`src/sv/asf_pkg.sv`:
```
// Shared types, constants and register indexes for the alignment site filter.
package asf_pkg;

    localparam int NUM_BASES    = 4;
    localparam int BASE_CNT_W   = 11;
    localparam int TOTAL_W      = BASE_CNT_W + 2;
    localparam int COUNT_WIDTH  = 32;
    localparam int CODE_W       = 3;
    localparam int CFG_IDX_W    = 8;
    localparam int CFG_DATA_W   = 11;
    localparam int BASE_IDX_W   = 2;

    localparam logic [CFG_IDX_W-1:0] CFG_MIN_REQUIRED = CFG_IDX_W'(0);
    localparam logic [CFG_IDX_W-1:0] CFG_VARIANT_ONLY = CFG_IDX_W'(1);

    typedef logic [BASE_CNT_W-1:0]  t_base_cnt;
    typedef logic [COUNT_WIDTH-1:0] t_count;
    typedef logic [BASE_IDX_W-1:0]  t_base_idx;

    typedef enum logic [1:0] {
        ST_DROP_MISSING  = 2'd0,
        ST_DROP_CONSTANT = 2'd1,
        ST_KEPT_CONSTANT = 2'd2,
        ST_KEPT_VARIANT  = 2'd3
    } t_site_status;

    // Outcome of one site end, handed from the classifier to the counters.
    typedef struct packed {
        t_site_status status;
        logic         inc_site;
        logic         inc_variant;
        logic         inc_const;
        t_base_idx    const_base;
    } t_site_result;

    function automatic t_count sat_inc(input t_count v);
        return (v == '1) ? v : v + t_count'(1);
    endfunction

endpackage

```
`src/sv/asf_classify.sv`:
```
// Per-base tally update and end-of-site classification.
module asf_classify (
    input  logic [asf_pkg::CODE_W-1:0]     i_code,
    input  logic                           i_last,
    input  asf_pkg::t_base_cnt             i_counts [asf_pkg::NUM_BASES],
    input  logic [asf_pkg::BASE_CNT_W-1:0] i_min_required,
    input  logic                           i_variant_only,
    output asf_pkg::t_base_cnt             o_counts [asf_pkg::NUM_BASES],
    output asf_pkg::t_site_result          o_result
);

    asf_pkg::t_base_cnt              w_upd [asf_pkg::NUM_BASES];
    logic [asf_pkg::TOTAL_W-1:0]     w_total;
    logic [asf_pkg::NUM_BASES-1:0]   w_present;
    logic                            w_missing;
    logic                            w_single;
    asf_pkg::t_base_idx              w_cbase;

    always_comb begin
        w_total   = '0;
        w_present = '0;
        w_cbase   = '0;
        for (int i = 0; i < asf_pkg::NUM_BASES; i++) begin
            // Count the incoming base first, holding at the tally maximum.
            if (i_code == asf_pkg::CODE_W'(i) && i_counts[i] != '1) begin
                w_upd[i] = i_counts[i] + asf_pkg::t_base_cnt'(1);
            end else begin
                w_upd[i] = i_counts[i];
            end
            w_present[i] = (w_upd[i] != '0);
            w_total      = w_total + asf_pkg::TOTAL_W'(w_upd[i]);
            if (w_present[i]) begin
                w_cbase = asf_pkg::t_base_idx'(i);
            end
        end
        w_missing = (w_total == '0) || (w_total < asf_pkg::TOTAL_W'(i_min_required));
        w_single  = $onehot(w_present);
    end

    always_comb begin
        for (int i = 0; i < asf_pkg::NUM_BASES; i++) begin
            // Clear the tallies once the site is closed.
            o_counts[i] = i_last ? '0 : w_upd[i];
        end
        o_result.const_base  = w_cbase;
        o_result.inc_site    = 1'b0;
        o_result.inc_variant = 1'b0;
        o_result.inc_const   = 1'b0;
        if (w_missing) begin
            o_result.status = asf_pkg::ST_DROP_MISSING;
        end else if (w_single && i_variant_only) begin
            o_result.status    = asf_pkg::ST_DROP_CONSTANT;
            o_result.inc_site  = 1'b1;
            o_result.inc_const = 1'b1;
        end else if (!w_single) begin
            o_result.status      = asf_pkg::ST_KEPT_VARIANT;
            o_result.inc_site    = 1'b1;
            o_result.inc_variant = 1'b1;
        end else begin
            o_result.status   = asf_pkg::ST_KEPT_CONSTANT;
            o_result.inc_site = 1'b1;
        end
    end

endmodule

```
`src/sv/alignment_site_filter_core.sv`:
```
// Alignment site filter: tallies bases per site and classifies each site at its end.
//
// Input channel: one base per transfer (i_in_valid, o_in_stall, i_base_code,
// i_last_sample). A transfer with i_last_sample high closes the site and
// yields one result; other transfers yield none.
// Output channel: o_out_valid with i_out_stall; a result carries the site
// status and the running site, variant and constant-base counters.
// Configuration: i_cfg_valid/o_cfg_ready write min_required (index 0) and
// variant_only (index 1); o_cfg_ready is always high. Write only while idle.
// Throughput: one base per cycle, save where a held result stalls a site-closing
// base. A base waits in the input register and is tallied as it leaves; a
// site-closing base loads its result into the output register as it leaves.
// A held result stalls only site-closing bases in the input register, and
// through it the input channel.
// Reset (synchronous, active low) clears the tallies, all counters, both
// configuration registers and both valid flags.
module alignment_site_filter_core (
    input  logic                           i_clk,
    input  logic                           i_rst_n,
    input  logic                           i_in_valid,
    output logic                           o_in_stall,
    input  logic [asf_pkg::CODE_W-1:0]     i_base_code,
    input  logic                           i_last_sample,
    output logic                           o_out_valid,
    input  logic                           i_out_stall,
    output logic [1:0]                     o_site_status,
    output logic [31:0]                    o_site_total,
    output logic [31:0]                    o_variant_total,
    output logic [31:0]                    o_const_a_total,
    output logic [31:0]                    o_const_c_total,
    output logic [31:0]                    o_const_g_total,
    output logic [31:0]                    o_const_t_total,
    input  logic                           i_cfg_valid,
    output logic                           o_cfg_ready,
    input  logic [asf_pkg::CFG_IDX_W-1:0]  i_cfg_index,
    input  logic [asf_pkg::CFG_DATA_W-1:0] i_cfg_data
);

    logic                           r_in_valid;
    logic [asf_pkg::CODE_W-1:0]     r_code;
    logic                           r_last;
    logic                           r_out_valid;
    asf_pkg::t_site_status          r_status;
    logic [asf_pkg::BASE_CNT_W-1:0] r_min_required;
    logic                           r_variant_only;
    asf_pkg::t_base_cnt             r_counts [asf_pkg::NUM_BASES];
    asf_pkg::t_count                r_sites_passed;
    asf_pkg::t_count                r_variant_sites;
    asf_pkg::t_count                r_const_counts [asf_pkg::NUM_BASES];

    asf_pkg::t_base_cnt             n_counts [asf_pkg::NUM_BASES];
    asf_pkg::t_site_result          w_result;
    logic                           w_out_blocked;
    logic                           w_advance;
    logic                           w_close;

    asf_classify u_classify (
        .i_code         (r_code),
        .i_last         (r_last),
        .i_counts       (r_counts),
        .i_min_required (r_min_required),
        .i_variant_only (r_variant_only),
        .o_counts       (n_counts),
        .o_result       (w_result)
    );

    // Only a site-closing base needs the result register.
    assign w_out_blocked = r_out_valid && i_out_stall;
    assign w_advance     = r_in_valid && (!r_last || !w_out_blocked);
    assign w_close       = w_advance && r_last;
    assign o_in_stall    = r_in_valid && !w_advance;
    assign o_cfg_ready   = 1'b1;

    always_ff @(posedge i_clk) begin
        if (!i_rst_n) begin
            r_in_valid <= 1'b0;
        end else if (!o_in_stall) begin
            r_in_valid <= i_in_valid;
        end
    end

    always_ff @(posedge i_clk) begin
        if (!o_in_stall && i_in_valid) begin
            r_code <= i_base_code;
            r_last <= i_last_sample;
        end
    end

    always_ff @(posedge i_clk) begin
        if (!i_rst_n) begin
            r_min_required <= '0;
            r_variant_only <= 1'b0;
        end else if (i_cfg_valid) begin
            case (i_cfg_index)
                asf_pkg::CFG_MIN_REQUIRED: r_min_required <= i_cfg_data;
                asf_pkg::CFG_VARIANT_ONLY: r_variant_only <= i_cfg_data[0];
                default: ;
            endcase
        end
    end

    always_ff @(posedge i_clk) begin
        if (!i_rst_n) begin
            r_out_valid     <= 1'b0;
            r_sites_passed  <= '0;
            r_variant_sites <= '0;
            for (int i = 0; i < asf_pkg::NUM_BASES; i++) begin
                r_counts[i]       <= '0;
                r_const_counts[i] <= '0;
            end
        end else begin
            if (w_close) begin
                r_out_valid <= 1'b1;
            end else if (!i_out_stall) begin
                r_out_valid <= 1'b0;
            end
            if (w_advance) begin
                r_counts <= n_counts;
            end
            if (w_close) begin
                if (w_result.inc_site) begin
                    r_sites_passed <= asf_pkg::sat_inc(r_sites_passed);
                end
                if (w_result.inc_variant) begin
                    r_variant_sites <= asf_pkg::sat_inc(r_variant_sites);
                end
                if (w_result.inc_const) begin
                    r_const_counts[w_result.const_base] <=
                        asf_pkg::sat_inc(r_const_counts[w_result.const_base]);
                end
            end
        end
    end

    always_ff @(posedge i_clk) begin
        if (w_close) begin
            r_status <= w_result.status;
        end
    end

    // Counters move only on a site close, which waits for a free result slot.
    assign o_out_valid     = r_out_valid;
    assign o_site_status   = r_status;
    assign o_site_total    = r_sites_passed[31:0];
    assign o_variant_total = r_variant_sites[31:0];
    assign o_const_a_total = r_const_counts[0][31:0];
    assign o_const_c_total = r_const_counts[1][31:0];
    assign o_const_g_total = r_const_counts[2][31:0];
    assign o_const_t_total = r_const_counts[3][31:0];

    a_counts_hold_while_stalled: assert property (@(posedge i_clk) disable iff (!i_rst_n)
        r_out_valid && i_out_stall |=>
            $stable(r_sites_passed) && $stable(r_variant_sites) && $stable(r_status))
        else $error("counters moved under a stalled result");

    a_variant_within_sites: assert property (@(posedge i_clk) disable iff (!i_rst_n)
        r_variant_sites <= r_sites_passed)
        else $error("variant count exceeds site count");

    a_variant_result_counted: assert property (@(posedge i_clk) disable iff (!i_rst_n)
        r_out_valid && r_status == asf_pkg::ST_KEPT_VARIANT |-> r_variant_sites != '0)
        else $error("variant result without variant count");

    a_close_clears_tallies: assert property (@(posedge i_clk) disable iff (!i_rst_n)
        w_close |=> r_counts[0] == '0 && r_counts[1] == '0 &&
                    r_counts[2] == '0 && r_counts[3] == '0)
        else $error("tallies not cleared after site close");

endmodule

```
`config.mk`:
```
export PLATFORM = sky130hd
export DESIGN_NAME = alignment_site_filter_core
export DESIGN_NICKNAME = d
export VERILOG_FILES = /design/src/sv/asf_pkg.sv /design/src/sv/asf_classify.sv /design/src/sv/alignment_site_filter_core.sv
export SDC_FILE = /design/constraint.sdc
export NUM_CORES = 1
export LEC_CHECK = 0
export BUFFER_PORTS_ARGS = -buffer_cell sky130_fd_sc_hd__buf_2
export CAP_MARGIN = 20
export CORE_ASPECT_RATIO = 1.75
export CORE_MARGIN = 5
export CORE_UTILIZATION = 60
export DETAILED_ROUTE_END_ITERATION = 8
export GPL_TIMING_DRIVEN = 0
export HOLD_SLACK_MARGIN = 0.03
export PLACE_DENSITY = 0.82
export SKIP_LAST_GASP = 1
export SYNTH_ARGS = -nofsm -noshare
export SYNTH_HDL_FRONTEND = slang
export SYNTH_SLANG_ARGS = --single-unit
```
`constraint.sdc`:
```
create_clock -name i_clk -period 18.1 [get_ports i_clk]
set_input_delay 3.62 -clock i_clk [delete_from_list [all_inputs] [get_ports i_clk]]
set_output_delay 3.62 -clock i_clk [all_outputs]
set_load 0.05 [all_outputs]
```
# After elaboration in Yosys (flattened, before gate mapping)
# Memories as Yosys holds them, arrays and structs flattened.
# Index checks and enable logic that the tools add are counted.
[word_totals]
ram_bits = 128
output_inout_bits = 197
mem_count = 1
wordCells = 101
reg_bits = 128
romBits = 0
inputBits = 28
latchBits = 0
[classes]
n_reduce_logical = 29
multipliers = 0
addsub = 13
div_mod_pow = 0
eq_ne = 13
n_lt_le_gt_ge = 1
shifts = 0
n_bitwise = 2
mux = 28
[memory_table]
columns = ["name", "depth", "word_bits", "read_ports", "rd_ports_with_merged_regs", "wr", "line", "source"]
rows = [
  ["r_const_counts", 4, 32, 5, 0, 4, "alignment_site_filter_core.sv:49", "asf_pkg::t_count r_const_counts [asf_pkg::NUM_BASES];"],
]
[op_table]
columns = ["cell", "n"]
rows = [
  ["adder 32 x 1 -> 32 bit (second input constant)", 3],
  ["== test 32 bit (second input constant)", 3],
  ["2-to-1 mux 11 bit", 8],
  ["2-to-1 mux 32 bit", 2],
  ["adder 11 x 1 -> 11 bit (second input constant)", 4],
  ["inequality test 11 bit (second input constant)", 4],
  ["nonzero test 11 bit", 4],
  ["OR reduction 32 bit", 1],
  ["adder 13 x 11 -> 13 bit", 2],
  ["zero test 13 bit", 1],
  ["< comparator 13 x 11 -> 1 bit", 1],
  ["adder 11 x 11 -> 12 bit", 1],
  ["2-to-1 mux 1 bit", 12],
  ["logical AND 1 bit", 10],
  ["2-to-1 mux 2 bit", 5],
  ["== test 8 x 1 -> 1 bit (second input constant)", 1],
  ["zero test 8 bit", 1],
  ["== test 3 x 1 -> 1 bit (second input constant)", 2],
  ["== test 3 x 2 -> 1 bit (second input constant)", 2],
  ["AND reduction 3 bit", 2],
  ["adder 1 x 1 -> 2 bit", 2],
  ["zero test 1 bit", 4],
  ["AND reduction 2 bit", 2],
  ["adder 3 bit", 1],
  ["6 further kinds", 8],
]

# Logic depth before layout (Yosys ltp)
[depth]
word_depth = 16
ltp_mapped = 33
ltp_nobuf = 31

# Hierarchy
# A second synthesis with hierarchy kept.
[hier_totals]
hier_cells = 1495
hier_area_um2 = 14605.3
[modules_own_cells]
columns = ["module", "n_inst", "cells_per_inst", "seq_area_each_um2", "area_each_um2"]
rows = [
  ["alignment_site_filter_core", 1, 1099, 6466.2, 11669.9],
  ["asf_classify", 1, 396, 0.0, 2935.3],
]

# Worst setup path before layout
# OpenSTA, ideal clock, no wires.
[synth_path]
path_kind = "register to register"
start = "register r_counts[22] (netlist name)"
end = "memory r_const_counts[3][0] (netlist name) (enable)"
t_required_ns = 17.630
setup_time_ns = 0.470
path_stages_with_launch = 28
n_path_buf = 0
period_less_slack_ns = 8.795
slack_ns = 9.305
arrival_ns = 8.325
path_cell_list = "dfxtp_1 > ha_1 > inv_1 > or4_1 > o21a_1 > xor2_1 > ha_1 > inv_1 > fa_1 > a21oi_1 > nor2_1 > o21ai_0 > xor2_1 > fa_1 > ha_1 > o21a_1 > a2111oi_0 > nor2_1 > a21oi_1 > xnor2_1 > ha_1 > a211o_1 > nor3_1 > o21ai_0 > o221ai_1 > o221ai_1 > nand2_1 > o31ai_1"
[synth_rtl]
columns = ["item", "line", "source"]
rows = [
  ["start, declared", "alignment_site_filter_core.sv:46", "asf_pkg::t_base_cnt r_counts [asf_pkg::NUM_BASES];"],
  ["start signal, assigned", "alignment_site_filter_core.sv:118", "r_counts <= n_counts;"],
  ["end, declared", "alignment_site_filter_core.sv:49", ""],
]

==> impl_metrics.py <==
metrics = {
    "route": {
        "vias_per_cell": 6.72,
        "drt-wirelength-per-cell_um": 23.8,
        "first_iter_violations": 1404,
        "ant_nets": 0,
        "drc": 0,
        "vias": 15500,
        "drt_pass1_iterations": 7,
        "drt_wl_total_um": 54900,
    },
    "critical_path": {
        "arrival_ps": 10190,
        "cp-start-kind": "flop",
        "regToRegSetupSlack_ps": 8180,
        "worstPathMaxFanout": 10,
        "cp-endpoint": "r_const_counts[0][27]",
        "reg2reg_depth": 26,
        "crit_path_start": "r_counts[0]",
        "worst_setup_path_end_kind": "flop",
        "r2r_start": "r_counts[0]",
        "r2r-end": "r_const_counts[0][27]",
        "crit_required_ps": 18370,
        "critPathKind": "reg2reg",
        "critPathMostFrequentCell": "clkbuf_1",
        "cpMaxStageDelayCell": "clkbuf_1",
        "slowest_delay_ps": 810,
    },
    "sta": {
        "drv_slew": 0,
        "period_share_pct": 54.8,
        "finalClockSkew_ps": 18.2,
        "worst_slew_pin_slew_ps": 1060,
        "rsz0062_at_grt": "false",
        "fin_crit_ps": 9920,
        "finalWorstSetupSlack_ps": 8180,
        "fmax_ghz": 0.101,
        "finalSetupTns_ps": 0,
        "setup_viol": 0,
        "max-slew-margin-rel_pct": 29.2,
        "finalHoldViolations": 0,
    },
    "cts": {
        "clock_sinks": 256,
        "cts_hold_buf": 0,
        "htreeDepth": 1,
        "numCtsBuffers": 24,
        "cts_buffer_depth": 3,
        "post_cts_buffers": 0,
        "cts-resized-gates": 0,
        "cts.clk_slew.worst_paths_ps": 70,
        "clock_latency_ps": 550,
        "cts_tree": "yes",
        "cts-root-buf": "clkbuf_16",
    },
    "pwr": {
        "switching_power_mw": 0.376,
        "p_leak_nw": 7.19,
        "p_comb_share_pct": 13.9,
        "pwr-share-seq_pct": 47.3,
        "peakVddDrop_uv": 76.1,
        "switching_share_pct": 28.1,
        "p_int_mw": 0.963,
        "clkPwrFrac_pct": 38.9,
        "cellPowerDensity_mw_per_mm2": 73.2,
    },
    "synthesis": {
        "ys.flop_type": "edfxtp_1",
        "ys_types": 87,
        "syn-num-nets": 1793,
        "synth_area_leaders": "edfxtp_1, dfxtp_1, nor2_1, a21oi_1, mux2i_1",
        "syn_avg_cell_area_um2": 9.26,
        "synth_common_cells": "nor2_1, edfxtp_1, a21oi_1, dfxtp_1, nand2_1",
        "ys_seq_area_share_pct": 40.8,
        "async_reset_ff_share_pct": 0,
        "synth_edf_count": 134,
        "synthMostInstantiatedCell": "nor2_1",
        "synthCells": 1711,
        "synth.cell_area_mm2": 0.0158,
        "yosysTopAreaCell": "edfxtp_1",
        "ys_ff_latch": 256,
        "synth-warning-count": 0,
        "synth_top_area_share_pct": 25.4,
    },
    "grt": {
        "grt_use_met3_pct": 6.59,
        "use_met2_pct": 66.2,
        "grt_max_degree": 20,
        "met1_usage_pct": 34.7,
        "grt.total_usage_pct": 35.7,
        "grt_pass1_wl_um": 84200,
        "antenna_found_initial": 0,
        "grt_pass1_vias": 15500,
        "grt.busiest_layer": "met2",
        "overflow": 0,
    },
    "hold_path": {
        "hold_class": "reg2reg",
    },
    "finish": {
        "area_growth_pct": 15.5,
        "drive_gt1_share_pct": 18.0,
        "num-fill-cells": 2046,
        "nets": 2049,
        "antenna_cells": 0,
    },
    "outcome": {
        "outcome": "completed",
    },
    "floorplan": {
        "ios": 225,
        "rows": 78,
        "fp.dieH_um": 225,
        "die_width_um": 133,
        "start_util_pct": 61.0,
        "coreArea_mm2": 0.0260,
        "die_area_mm2": 0.0299,
    },
    "place": {
        "io_buffers": 223,
        "dp_slack_ps": 8600,
        "gp_congestion": 0.992,
        "dp_hpwl_um": 41000,
    },
    "flow_run": {
        "cap_violations": 0,
    },
}
==> state kept, by name, summed over array words and instances (netlist names) <==
name	cells
r_code	3
o_site_status	2
r_last	1
r_const_counts	128
r_in_valid	1
o_variant_total	32
r_min_required	11
r_counts	44
o_out_valid	1
r_variant_only	1
o_site_total	32
==> power groups by stage <==
stage	sequential [mW]	combinational, mW	clock, mW
after floorplan	0.679	0.0863	0
after global placement	0.646	0.176	0
after detailed placement	0.645	0.181	0
after CTS	0.632	0.182	0.519
after global routing	0.633	0.194	0.546
final	0.633	0.186	0.521
==> cells in the final DEF, fill, tap and decap left out, types with 18 or more instances in the layout <==
cell type and n:
nor2_1 229, nand2_1 112, o31ai_1 18, a22oi_1 29
xnor2_1 55, nand2b_1 20, and3_1 36, mux4_2 20
mux2i_1 55, a31oi_1 18, a21oi_1 125, nor3_1 40
inv_1 49, or3_1 44, edfxtp_1 134, or4_1 23
xor2_1 20, ha_1 40, nand4_1 30, o21ai_0 70
clkbuf_16 24, nand3_1 78, buf_2 240, clkbuf_1 69
dfxtp_1 122
==> stage by stage <==
stage / instances / cell area (um2) / total power [mW] / hold WS, ps / util (%)
2_1_floorplan: 1711 / 15800 / 0.765 / 460 / -
3_3_place_gp: 2254 / 17400 / 0.821 / 462 / 66.9
3_5_place_dp: 2261 / 17500 / 0.826 / 461 / 67.4
4_1_cts: 2304 / 18300 / 1.33 / 475 / 70.5
5_1_grt: 2304 / 18300 / 1.37 / 480 / 70.5
6_report: 2304 / 18300 / 1.34 / 472 / 70.5
==> final cells by class <==
class / instances / area, um2 / share of cell area [%]
clock inverter: 11 / 120 / 0.657
tap: 320 / 400 / 2.19
sequential: 256 / 6470 / 35.4
timing repair buffer: 230 / 1240 / 6.77
buffer: 93 / 403 / 2.20
multi-input combinational: 1310 / 8790 / 48.1
inverter: 52 / 198 / 1.08
clock buffer: 32 / 672 / 3.67
==> how the worst min path moves through the flow <==
stage                       startpoint                 end  slack, ps  depth (start not counted)
floorplan           r_min_required[10]  r_min_required[10]        460                          2
global placement           o_out_valid         o_out_valid        460                          2
detailed placement         o_out_valid         o_out_valid        460                          2
CTS                        o_out_valid         o_out_valid        470                          2
global route               o_out_valid         o_out_valid        480                          2
finish                     o_out_valid         o_out_valid        470                          2
==> metal layers <==
metal | vias up | share of wire, %
met1 | 7262 | 31
met5 | - | 0
li1 | 6872 | -
met2 | 999 | 52
met4 | 0 | 9.0
met3 | 348 | 8.1
==> critical path: cells and delay by family, from the launching register on <==
family | cells | cell delay [ps]
AOI/OAI and AO/OA | 1 | 300
xor gates and xnor gates | 1 | 270
adders and majority gates | 3 | 970
buffers and inverters | 9 | 3780
DFF | 1 | 460
muxes | 3 | 1590
and+or+nand+nor | 9 | 2230
==> kinds of logic (layout without fill, tap and decap cells) <==
family / Yosys count / in the layout / share of synthesized area (%)
other: 1 / 1 / 0.0237
xor gates and xnor gates: 75 / 75 / 4.15
muxes: 97 / 97 / 8.19
buffers and inverters: 145 / 418 / 3.79
and+or+nand+nor: 728 / 728 / 23.8
DFF: 256 / 256 / 40.8
AOI/OAI and AO/OA: 355 / 355 / 14.2
adders and majority gates: 54 / 54 / 4.93
Note: power is estimated with default switching activity, not from simulation.
